===== config.mk =====
export PLATFORM = sky130hd
export DESIGN_NAME = ack_matched_retransmit_queue_unit
export DESIGN_NICKNAME = d
export VERILOG_FILES = /design/src/sv/amrq_pkg.sv /design/src/sv/amrq_ram.sv /design/src/sv/amrq_ctrl.sv /design/src/sv/amrq_dp.sv /design/src/sv/ack_matched_retransmit_queue_unit.sv
export SDC_FILE = /design/constraint.sdc
export NUM_CORES = 1
export LEC_CHECK = 0
export BUFFER_PORTS_ARGS = -buffer_cell sky130_fd_sc_hd__buf_2
export CAP_MARGIN = 25
export CORE_ASPECT_RATIO = 1.2
export CORE_MARGIN = 8
export CORE_UTILIZATION = 56
export DETAILED_ROUTE_END_ITERATION = 10
export MAX_ROUTING_LAYER = met4
export PLACE_DENSITY = 0.82
export SYNTH_ARGS = -nofsm -noshare
export SYNTH_HDL_FRONTEND = slang
export SYNTH_HIERARCHICAL = 1
export SYNTH_SLANG_ARGS = --single-unit

===== constraint.sdc =====
create_clock -name clk -period 6.5 [get_ports clk]
set_clock_uncertainty 0.2 [all_clocks]
set_input_delay 0.65 -clock clk [delete_from_list [all_inputs] [get_ports clk]]
set_output_delay 0.65 -clock clk [all_outputs]
set_load 0.02 [all_outputs]

===== src/sv/amrq_pkg.sv =====
// Package for the ack matched retransmit queue: widths, entry and request types,
// controller/datapath command and status structs, index helpers.
// No dependencies.
`default_nettype none
package amrq_pkg;

  localparam int QUEUE_DEPTH = 16;
  localparam int MAX_FRAME   = 1024;
  localparam int MIN_FRAME   = 16;

  localparam int IDX_W    = $clog2(QUEUE_DEPTH);
  localparam int CNT_W    = $clog2(QUEUE_DEPTH + 1);
  localparam int ACK_W    = 8;
  localparam int LEN_W    = 11;
  localparam int SENDER_W = 16;

  localparam int S_TDATA_W = 48;
  localparam int S_TUSER_W = 2;
  localparam int M_TDATA_W = 48;

  typedef enum logic [1:0] {
    REQ_APPEND = 2'd0,
    REQ_POP    = 2'd1,
    REQ_REMOVE = 2'd2,
    REQ_CLEAR  = 2'd3
  } req_t;

  typedef struct packed {
    logic [ACK_W-1:0]    ack;
    logic [LEN_W-1:0]    len;
    logic [SENDER_W-1:0] sender;
  } entry_t;

  localparam int ENTRY_W = $bits(entry_t);

  typedef enum logic [2:0] {
    ST_IDLE,
    ST_EXEC,
    ST_POP_WAIT,
    ST_SCAN,
    ST_SHIFT,
    ST_HEAD_RD,
    ST_HEAD_WAIT
  } state_t;

  typedef struct packed {
    logic cap;
    logic do_append;
    logic do_clear;
    logic rd_head;
    logic rd_pos;
    logic shift_wr;
    logic set_ok;
    logic dec_count;
    logic load_pop;
    logic load_head;
  } cmd_t;

  typedef struct packed {
    req_t req;
    logic empty;
    logic full;
    logic pos_end;
    logic match;
    logic out_free;
  } status_t;

  // base + off, wrapped into the ring; off never exceeds the depth
  function automatic logic [IDX_W-1:0] wrap_idx(input logic [IDX_W-1:0] base,
                                                input logic [CNT_W-1:0] off);
    logic [CNT_W:0] sum;
    sum = (CNT_W+1)'(base) + (CNT_W+1)'(off);
    if (sum >= (CNT_W+1)'(QUEUE_DEPTH)) begin
      sum = sum - (CNT_W+1)'(QUEUE_DEPTH);
    end
    return sum[IDX_W-1:0];
  endfunction

  function automatic logic [LEN_W-1:0] clamp_len(input logic [LEN_W-1:0] l);
    logic [LEN_W-1:0] r;
    r = l;
    if (l < LEN_W'(MIN_FRAME)) begin
      r = LEN_W'(MIN_FRAME);
    end else if (l > LEN_W'(MAX_FRAME)) begin
      r = LEN_W'(MAX_FRAME);
    end
    return r;
  endfunction

endpackage
`default_nettype wire


===== src/sv/amrq_ram.sv =====
// Generic single write port, single read port RAM with registered read data.
// No dependencies.
`default_nettype none
module amrq_ram #(
  parameter int WIDTH = 8,
  parameter int DEPTH = 16
) (
  input  wire logic                     clk,
  input  wire logic                     wr_en,
  input  wire logic [$clog2(DEPTH)-1:0] wr_addr,
  input  wire logic [WIDTH-1:0]         wr_data,
  input  wire logic                     rd_en,
  input  wire logic [$clog2(DEPTH)-1:0] rd_addr,
  output logic      [WIDTH-1:0]         rd_data
);

  logic [WIDTH-1:0] mem [DEPTH];

  always_ff @(posedge clk) begin
    if (wr_en) begin
      mem[wr_addr] <= wr_data;
    end
    if (rd_en) begin
      rd_data <= mem[rd_addr];
    end
  end

endmodule
`default_nettype wire


===== src/sv/amrq_ctrl.sv =====
// Controller for the retransmit queue: sequences append, pop, clear, remove scan and
// compaction, and result loading. Depends on amrq_pkg.
`default_nettype none
module amrq_ctrl (
  input  wire logic              clk,
  input  wire logic              rst,
  input  wire logic              s_tvalid,
  output logic                   s_tready,
  input  wire amrq_pkg::status_t st,
  output amrq_pkg::cmd_t         cmd
);
  import amrq_pkg::*;

  state_t state;
  state_t state_next;

  always_ff @(posedge clk) begin
    if (rst) begin
      state <= ST_IDLE;
    end else begin
      state <= state_next;
    end
  end

  always_comb begin
    state_next = state;
    unique case (state)
      ST_IDLE: begin
        if (s_tvalid) state_next = ST_EXEC;
      end
      ST_EXEC: begin
        unique case (st.req)
          REQ_POP:    state_next = st.empty ? ST_HEAD_RD : ST_POP_WAIT;
          REQ_REMOVE: state_next = st.empty ? ST_HEAD_RD : ST_SCAN;
          default:    state_next = ST_HEAD_RD;
        endcase
      end
      ST_POP_WAIT: begin
        if (st.out_free) state_next = ST_IDLE;
      end
      ST_SCAN: begin
        if (st.pos_end) begin
          state_next = ST_HEAD_RD;
        end else if (st.match) begin
          state_next = ST_SHIFT;
        end
      end
      ST_SHIFT: begin
        if (st.pos_end) state_next = ST_HEAD_RD;
      end
      ST_HEAD_RD: state_next = ST_HEAD_WAIT;
      ST_HEAD_WAIT: begin
        if (st.out_free) state_next = ST_IDLE;
      end
      default: state_next = ST_IDLE;
    endcase
  end

  always_comb begin
    cmd      = '0;
    s_tready = 1'b0;
    unique case (state)
      ST_IDLE: begin
        s_tready = 1'b1;
        cmd.cap  = s_tvalid;
      end
      ST_EXEC: begin
        unique case (st.req)
          REQ_APPEND: cmd.do_append = !st.full;
          REQ_POP:    cmd.rd_head   = !st.empty;
          REQ_REMOVE: cmd.rd_pos    = !st.empty;
          default:    cmd.do_clear  = 1'b1;
        endcase
      end
      ST_POP_WAIT: cmd.load_pop = st.out_free;
      ST_SCAN: begin
        cmd.set_ok    = st.match;
        cmd.dec_count = st.match && st.pos_end;
        cmd.rd_pos    = !st.pos_end;
      end
      ST_SHIFT: begin
        cmd.shift_wr  = 1'b1;
        cmd.rd_pos    = !st.pos_end;
        cmd.dec_count = st.pos_end;
      end
      ST_HEAD_RD:   cmd.rd_head   = 1'b1;
      ST_HEAD_WAIT: cmd.load_head = st.out_free;
      default: ;
    endcase
  end

endmodule
`default_nettype wire


===== src/sv/amrq_dp.sv =====
// Datapath for the retransmit queue: request register, ring pointers, entry RAM,
// match compare and result register. Depends on amrq_pkg and amrq_ram.
`default_nettype none
module amrq_dp (
  input  wire logic                           clk,
  input  wire logic                           rst,
  input  wire logic [amrq_pkg::S_TDATA_W-1:0] s_tdata,
  input  wire logic [amrq_pkg::S_TUSER_W-1:0] s_tuser,
  output logic                                m_tvalid,
  input  wire logic                           m_tready,
  output logic      [amrq_pkg::M_TDATA_W-1:0] m_tdata,
  input  wire amrq_pkg::cmd_t                 cmd,
  output amrq_pkg::status_t                   st
);
  import amrq_pkg::*;

  req_t                req;
  logic [ACK_W-1:0]    in_ack;
  logic [LEN_W-1:0]    in_len;
  logic [SENDER_W-1:0] in_sender;
  logic [ACK_W-1:0]    want;

  logic [IDX_W-1:0] head;
  logic [CNT_W-1:0] count;
  logic [CNT_W-1:0] pos;
  logic             ok;

  logic             ram_wr_en;
  logic [IDX_W-1:0] ram_wr_addr;
  entry_t           ram_wr_data;
  logic             ram_rd_en;
  logic [IDX_W-1:0] ram_rd_addr;
  entry_t           rd_data;

  logic                res_ok;
  entry_t              res_entry;
  logic [CNT_W-1:0]    res_count;
  logic                res_empty;

  always_ff @(posedge clk) begin
    if (cmd.cap) begin
      req       <= req_t'(s_tuser[1:0]);
      in_ack    <= s_tdata[7:0];
      in_len    <= s_tdata[18:8];
      in_sender <= s_tdata[34:19];
      want      <= s_tdata[42:35];
    end
  end

  always_ff @(posedge clk) begin
    if (rst) begin
      head  <= '0;
      count <= '0;
      pos   <= '0;
      ok    <= 1'b0;
    end else begin
      if (cmd.cap) begin
        pos <= '0;
        ok  <= 1'b0;
      end else if (cmd.rd_pos) begin
        pos <= pos + CNT_W'(1);
      end
      if (cmd.do_append || cmd.do_clear || cmd.set_ok) begin
        ok <= 1'b1;
      end
      if (cmd.do_append) begin
        count <= count + CNT_W'(1);
      end else if (cmd.do_clear) begin
        count <= '0;
      end else if (cmd.dec_count || cmd.load_pop) begin
        count <= count - CNT_W'(1);
      end
      if (cmd.load_pop) begin
        head <= wrap_idx(head, CNT_W'(1));
      end
    end
  end

  assign ram_wr_en   = cmd.do_append || cmd.shift_wr;
  assign ram_wr_addr = cmd.do_append ? wrap_idx(head, count)
                                     : wrap_idx(head, pos - CNT_W'(2));
  assign ram_wr_data = cmd.do_append ? entry_t'{in_ack, clamp_len(in_len), in_sender}
                                     : rd_data;
  assign ram_rd_en   = cmd.rd_head || cmd.rd_pos;
  assign ram_rd_addr = cmd.rd_pos ? wrap_idx(head, pos) : head;

  amrq_ram #(
    .WIDTH(ENTRY_W),
    .DEPTH(QUEUE_DEPTH)
  ) u_ram (
    .clk     (clk),
    .wr_en   (ram_wr_en),
    .wr_addr (ram_wr_addr),
    .wr_data (ram_wr_data),
    .rd_en   (ram_rd_en),
    .rd_addr (ram_rd_addr),
    .rd_data (rd_data)
  );

  always_ff @(posedge clk) begin
    if (rst) begin
      m_tvalid <= 1'b0;
    end else if (cmd.load_pop || cmd.load_head) begin
      m_tvalid <= 1'b1;
    end else if (m_tready) begin
      m_tvalid <= 1'b0;
    end
  end

  always_ff @(posedge clk) begin
    if (cmd.load_pop) begin
      res_ok    <= 1'b1;
      res_entry <= rd_data;
      res_count <= count - CNT_W'(1);
      res_empty <= (count == CNT_W'(1));
    end else if (cmd.load_head) begin
      res_ok    <= ok;
      res_entry <= (count != '0) ? rd_data : '0;
      res_count <= count;
      res_empty <= (count == '0);
    end
  end

  assign m_tdata = {6'd0, res_empty, res_count, res_entry.sender, res_entry.len,
                    res_entry.ack, res_ok};

  assign st.req      = req;
  assign st.empty    = (count == '0);
  assign st.full     = (count == CNT_W'(QUEUE_DEPTH));
  assign st.pos_end  = (pos == count);
  assign st.match    = (rd_data.ack == want);
  assign st.out_free = !m_tvalid || m_tready;

`ifndef SYNTH
  a_count_range: assert property (@(posedge clk) disable iff (rst)
    count <= CNT_W'(QUEUE_DEPTH))
    else $error("queue count beyond depth");

  a_scan_in_range: assert property (@(posedge clk) disable iff (rst)
    cmd.rd_pos |-> pos < count)
    else $error("scan read past the last entry");

  a_pop_not_empty: assert property (@(posedge clk) disable iff (rst)
    cmd.load_pop |-> count != '0)
    else $error("pop from an empty queue");

  a_shift_pos: assert property (@(posedge clk) disable iff (rst)
    cmd.shift_wr |-> pos >= CNT_W'(2))
    else $error("compaction write before the match slot");

  a_result_count: assert property (@(posedge clk) disable iff (rst)
    cmd.load_head |=> res_count == $past(count))
    else $error("reported count differs from held count");
`endif

endmodule
`default_nettype wire


===== src/sv/ack_matched_retransmit_queue_unit.sv =====
// Ack matched retransmit queue: ring of 16 descriptors in one RAM, one transfer
// in gives one transfer out. Pop reads the head and registers it as the result;
// append and clear change the queue, failed pop does not; all then read the head;
// remove first scans and compacts (scan and compaction go one RAM read per cycle).
// The next item is taken the cycle after the result is registered, not before.
// Synchronous active-high reset empties the queue; entries are not cleared.
`default_nettype none
module ack_matched_retransmit_queue_unit (
  input  wire logic                           clk,
  input  wire logic                           rst,
  input  wire logic                           s_tvalid,
  output logic                                s_tready,
  // ack_id[7:0], frame_len[18:8], sender_id[34:19], match_ack[42:35], zero fill
  input  wire logic [amrq_pkg::S_TDATA_W-1:0] s_tdata,
  // req_type[1:0]
  input  wire logic [amrq_pkg::S_TUSER_W-1:0] s_tuser,
  output logic                                m_tvalid,
  input  wire logic                           m_tready,
  // ok[0], got_ack[8:1], got_len[19:9], got_sender[35:20], entry_count[40:36],
  // is_empty[41], zero fill
  output logic      [amrq_pkg::M_TDATA_W-1:0] m_tdata
);
  import amrq_pkg::*;

  cmd_t    cmd;
  status_t st;

  amrq_ctrl u_ctrl (
    .clk      (clk),
    .rst      (rst),
    .s_tvalid (s_tvalid),
    .s_tready (s_tready),
    .st       (st),
    .cmd      (cmd)
  );

  amrq_dp u_dp (
    .clk      (clk),
    .rst      (rst),
    .s_tdata  (s_tdata),
    .s_tuser  (s_tuser),
    .m_tvalid (m_tvalid),
    .m_tready (m_tready),
    .m_tdata  (m_tdata),
    .cmd      (cmd),
    .st       (st)
  );

endmodule
`default_nettype wire

## Word-level counts from Yosys, hierarchy flattened

Memories as Yosys holds them, arrays and structs flattened. A register that Yosys moved wholly into a read port is not among the register bits.
Cells that the tools add are included.
Widths: inputs -> output; s select.

| word-level totals | value |
|---|---|
| register bits | 106 |
| bits in latches | 0 |
| RAM bits | 560 |
| ROM bits | 0 |
| input port bits | 54 |
| output and inout bits | 50 |
| logic and storage cells | 125 |
| memories kept | 1 |

Memory list:

| memory | words | bits a word | read ports | clocked after Yosys merged registers in | write ports | line | text |
|---|---|---|---|---|---|---|---|
| u_dp.u_ram.mem | 16 | 35 | 1 | 1 | 1 | amrq_ram.sv:17 | `logic [WIDTH-1:0] mem [DEPTH];` |

| cells by class | value |
|---|---|
| add/subtract/negate cells | 12 |
| multiply operators | 0 |
| divide/modulo/power cells | 0 |
| $lt $le $gt $ge | 6 |
| equal/unequal tests | 16 |
| shift operators | 0 |
| multiplexer cells | 48 |
| bitwise gates (word level) | 0 |
| reductions and logical operators | 25 |

Operators by type and width:

| cell | count |
|---|---|
| $mux 35 | 4 |
| $mux 5 | 5 |
| $mux 4 | 6 |
| $mux 11 | 2 |
| $mux 3 | 7 |
| $add 4x5->6 | 3 |
| $ge 6x5->1 const B | 3 |
| $mux 1 | 18 |
| $pmux 3 s6 | 1 |
| $sub 4x1->4 const B | 4 |
| $gt 11x11->1 const B | 1 |
| $lt 11x5->1 const B | 1 |
| $add 5x1->5 const B | 2 |
| $eq 3x3->1 const B | 3 |
| $eq 8x8->1 | 1 |
| $logic_or 1x1->1 | 7 |
| $eq 3x2->1 const B | 2 |
| $pmux 1 s2 | 3 |
| $pmux 3 s2 | 1 |
| $reduce_bool 2->1 | 3 |
| $reduce_or 2->1 | 3 |
| $add 4x1->5 const B | 1 |
| $eq 5x1->1 const B | 1 |
| $eq 5x5->1 | 1 |
| other kinds (20) | 24 |

## Longest topological paths before layout

| depth | value |
|---|---|
| word-level depth | 7 |
| gate-level depth with buffers | 17 |
| mapped depth without buffers | 14 |

## Modules after synthesis

The synthesis kept the hierarchy.

Modules (own cells, without submodules):

| module | times used | cells an instance | area each (µm²) | sequential area each (µm²) |
|---|---|---|---|---|
| amrq_ram | 1 | 914 | 22,404.0 | 17,867.1 |
| amrq_dp | 1 | 375 | 4,873.4 | 2,922.8 |
| amrq_ctrl | 1 | 60 | 478.0 | 60.1 |

## Worst setup path before layout

No wires, ideal clock.

| timing path | value |
|---|---|
| path kind | flip-flop to flip-flop |
| from | reg u_dp.count[0] |
| to | mem u_dp/u_ram/mem[0][0] (netlist bit) (enable) |
| data arrival time | 5,568 ps |
| required time | 5,829 ps |
| setup slack | 261 ps |
| stages on the path, launching flop included | 17 |
| path buffers | 3 |
| path through | dfxtp_1 -> buf_2 -> inv_1 -> ha_1 -> nand2_1 -> nor3_1 -> nor4b_1 -> buf_6 -> buf_2 -> mux2_2 -> ha_1 -> a21o_1 -> a21oi_1 -> xnor2_1 -> xnor2_1 -> or3b_2 -> nor3_1 |

RTL lines:

| element | line | text |
|---|---|---|
| start: declaration | amrq_dp.sv:24 | `logic [CNT_W-1:0] count;` |
| start signal: assignment | amrq_dp.sv:67 | `count <= count + CNT_W'(1);` |
| start signal: assignment | amrq_dp.sv:71 | `count <= count - CNT_W'(1);` |
| end: declaration | amrq_ram.sv:17 |  |

==> results.md <==
* Main combinational cell family by area after synthesis: multiplexers
* CP max stage delay at between 0.9 and 1 ns
* Worst setup EP type: flop
* Setup tns final at 0 ns
* Peak VDD IR at 0.354 mV
* H-tree depth at 2
* PD cells at 415 mW/mm^2
* Synth Instances at roughly 1300
* HP Class: in2reg
* Main synth FF type: edfxtp_1
* Largest net degree at the start of global routing at between 50 and 60
* CTS tree: yes
* GR Overflow Total at 0
* Register area share after synthesis at around three quarters
* Leading area contributor after synthesis: edfxtp_1
* Library cells used by synthesis at 64
* Register bit total from synthesis at roughly 700
* Mux contribution to synthesized area at between 10% and 20%
* Yosys warning count at 6
* Die area at between 0.05 and 0.06 sq mm
* Adder-Cell Fraction of Synth Area at less than 1%
* WP data required at about 6.6 ns
* Vias/cell at 6.35
* Syn avg cell area at 20.6 sq um
* Vias in the first global route at 14560
* Number of synthesized flops with an enable pin at just under 700
* DR WL/cell at ~28 um
* GRT Util Overall at 22.2%
* Post-synth top area share at roughly three quarters
* Total wire length at around 62000 um
* First DRT Iteration DRCs at approximately 1600
* Compound-gate portion of the synthesized area at around 3.4%
* Placed Cells incl. Taps at between 2000 and 2500
* Row count at approximately 90
* Async set-reset flop share out of synthesis at 0%
* DRC at 0
* Clock sinks at approximately 700
* Fraction of layout cells with a size suffix above 1 at 24.8%
* Via count at around 14000
* Simple-Gate Fraction of Synth Area at under 10%
* Chip width at ~220 um
* RSZ-0062 raised after global routing: no
* Max Slew Vio Count at 0
* Cts bufs inserted at 60
* Setup crit start kind: flop
* Top cells by area, synth: edfxtp_1, mux4_2, mux4_1
* Slowest CP cell: nor2_4
* Synth top cells by count: edfxtp_1, mux4_2, a22oi_1
* CP Cell Sequence: inv_1 -> ha_1 -> nand2_1 -> nor3_1 -> nor4b_2 -> mux2_2 -> ha_1 -> a21o_1 -> a21oi_1 -> xnor2_1 -> xnor2_1 -> nand3b_1 -> nor2_4 -> buf_4
* Period utilisation layout at approximately four fifths
* Area grow syn2layout at 13.0%
* Slew @ Worst Pin at around 1.1 ns
* Flop2flop setup slack at roughly 1.3 ns
* RD Place Congestion at around 0.78
* Die Y at 260 um
* Worst-path maximum fanout at 24
* Syn Std Cell Area at ~0.028 sq mm
* CTS clock-pin slew for the worst setup and hold paths at around 0.070 ns
* IO Count at 104
* Antenna violations before repair at 1
* Clock Latency Late Sink at ~0.62 ns
* Core Area at between 0.04 and 0.05 sq mm
* Critical path arrival at ~5.4 ns
* Endpoints failing hold at 0
* Clk buf depth at 3
* First-pass GRT wire length at between 90000 and 100000 um
* Final setup fails at 0
* Critical path type: reg2reg
* Post-synthesis xor/xnor area fraction at 0.915%
* Cell with the most instances after synthesis: edfxtp_1
* Outcome: complete, no violations
* Port Buffers at between 90 and 100
* MaxCap Viol Count at 0
* Non-Filler Instances at 2202
* Max Freq at between 150 and 200 MHz
* DP HPWL at between 30000 and 40000 um
* Post-CTS repair timing setup buffer count at 0
* Drt first pass iters at 6
* Relative slew margins at ~28%
* Final nets at roughly 1600
* Period minus WS final at roughly 5.2 ns
* Initial Util at between 50% and 60%
* Root buf cell: clkbuf_16
* Leak Pwr at 10.1 nW
* Antenna viol nets, final at 0
-- critical path: cells and delay by family (launching register included) --
family / cells / cell delay [ns]
compound gates: 2 / 0.33
xor+xnor: 2 / 0.44
mux: 1 / 0.42
flops: 1 / 0.55
simple gates: 5 / 2.05
buf+inv: 2 / 0.48
fa+ha+maj: 2 / 0.45
-- per-stage QoR --
step / util (%) / power (mW) / setup slack (ns) / cell area, sq um / hold slack [ns]
2_1_floorplan: - / 8.54 / 0.261 / 27800 / 0.236
3_3_place_gp: 58.9 / 9.23 / 1.43 / 28900 / 0.247
3_5_place_dp: 59.0 / 9.40 / 1.37 / 29000 / 0.258
4_1_cts: 63.7 / 13.0 / 1.29 / 31300 / 0.000657
5_1_grt: 63.8 / 13.5 / 0.992 / 31400 / 0.00921
6_report: 63.8 / 13.0 / 1.25 / 31400 / 0.0194
-- kinds of logic (layout without fill, tap and decap cells) --
group                    count (synthesis)  count (layout)
AO/OA/AOI/OAI                          130             130
XOR/XNOR                                29              29
adder cells (fa/ha/maj)                 20              20
buffers and inverters                  107             317
flip-flops                             701             701
multiplexers                           172             172
other                                    1               7
AND/OR/NAND/NOR                        189             189
-- path summary, 6_finish.rpt --
kind,startpoint,cells after the start,end
worst max-delay path,u_dp/count[0],14,u_dp/u_ram/mem[9][29]
worst max register to register,u_dp/count[0],14,u_dp/u_ram/mem[9][29]
worst min-delay path,s_tdata[19],1,u_dp/in_sender[0]
worst min register to register,u_dp/ok,1,u_dp/res_ok
-- metal layers --
layer / wire length (um) / global-route usage, % / part of all wire, % / vias up
li1: - / - / - / 5845
met5: 0 / - / 0 / -
met1: 22500 / 27.7 / 37 / 7168
met4: 2210 / 7.92 / 3.6 / 0
met3: 5590 / 3.60 / 9.0 / 171
met2: 31400 / 36.7 / 51 / 792
-- report_power, final --
part | internal, mW | switching (mW)
Sequential | 6.11 | 0.235
Combinational | 1.09 | 2.01
Clock | 1.98 | 1.60
Total | 9.18 | 3.85
-- placed cells by master (no fill, tap or decap), types with 12 or more instances in the layout --
master	count
buf_2	92
mux4_1	57
clkinv_1	15
dlygate4sd3_1	35
nand2_1	55
a22oi_1	71
buf_4	46
nor2b_1	38
nor3_1	15
mux2_2	27
edfxtp_1	681
nor2_4	13
nor2_1	22
ha_1	18
xnor2_1	21
dfxtp_1	20
clkbuf_16	60
clkinv_2	12
mux4_2	83
a21oi_1	17
inv_1	26
-- area by class of cell --
class	count	area, sq um
timing repair buffer	178	1250
tap	637	797
clock buffer	66	1520
multi-input combinational	546	6380
clock inverter	46	444
fill	3067	17800
antenna	1	2.50
sequential	701	20900
inverter	27	101
-- state kept, by name, indices dropped and copies added (netlist names), 2 cells and up --
signal / flops
u_dp/u_ram/mem: 560
u_dp/m_tdata: 35
u_dp/u_ram/rd_data: 35
u_dp/in_sender: 16
u_dp/in_len: 11
u_dp/in_ack: 8
u_dp/want: 8
u_dp/count: 5
u_dp/pos: 5
u_dp/res_count: 5
u_dp/head: 4
u_ctrl/state: 3
u_dp/req: 2
-- what timing repair did --
action                    in CTS  in global routing
hold endpoints to repair      35                  0
hold buffers                  35                  0
resized for setup              0                  0
Power figures use the tool's default switching activity.
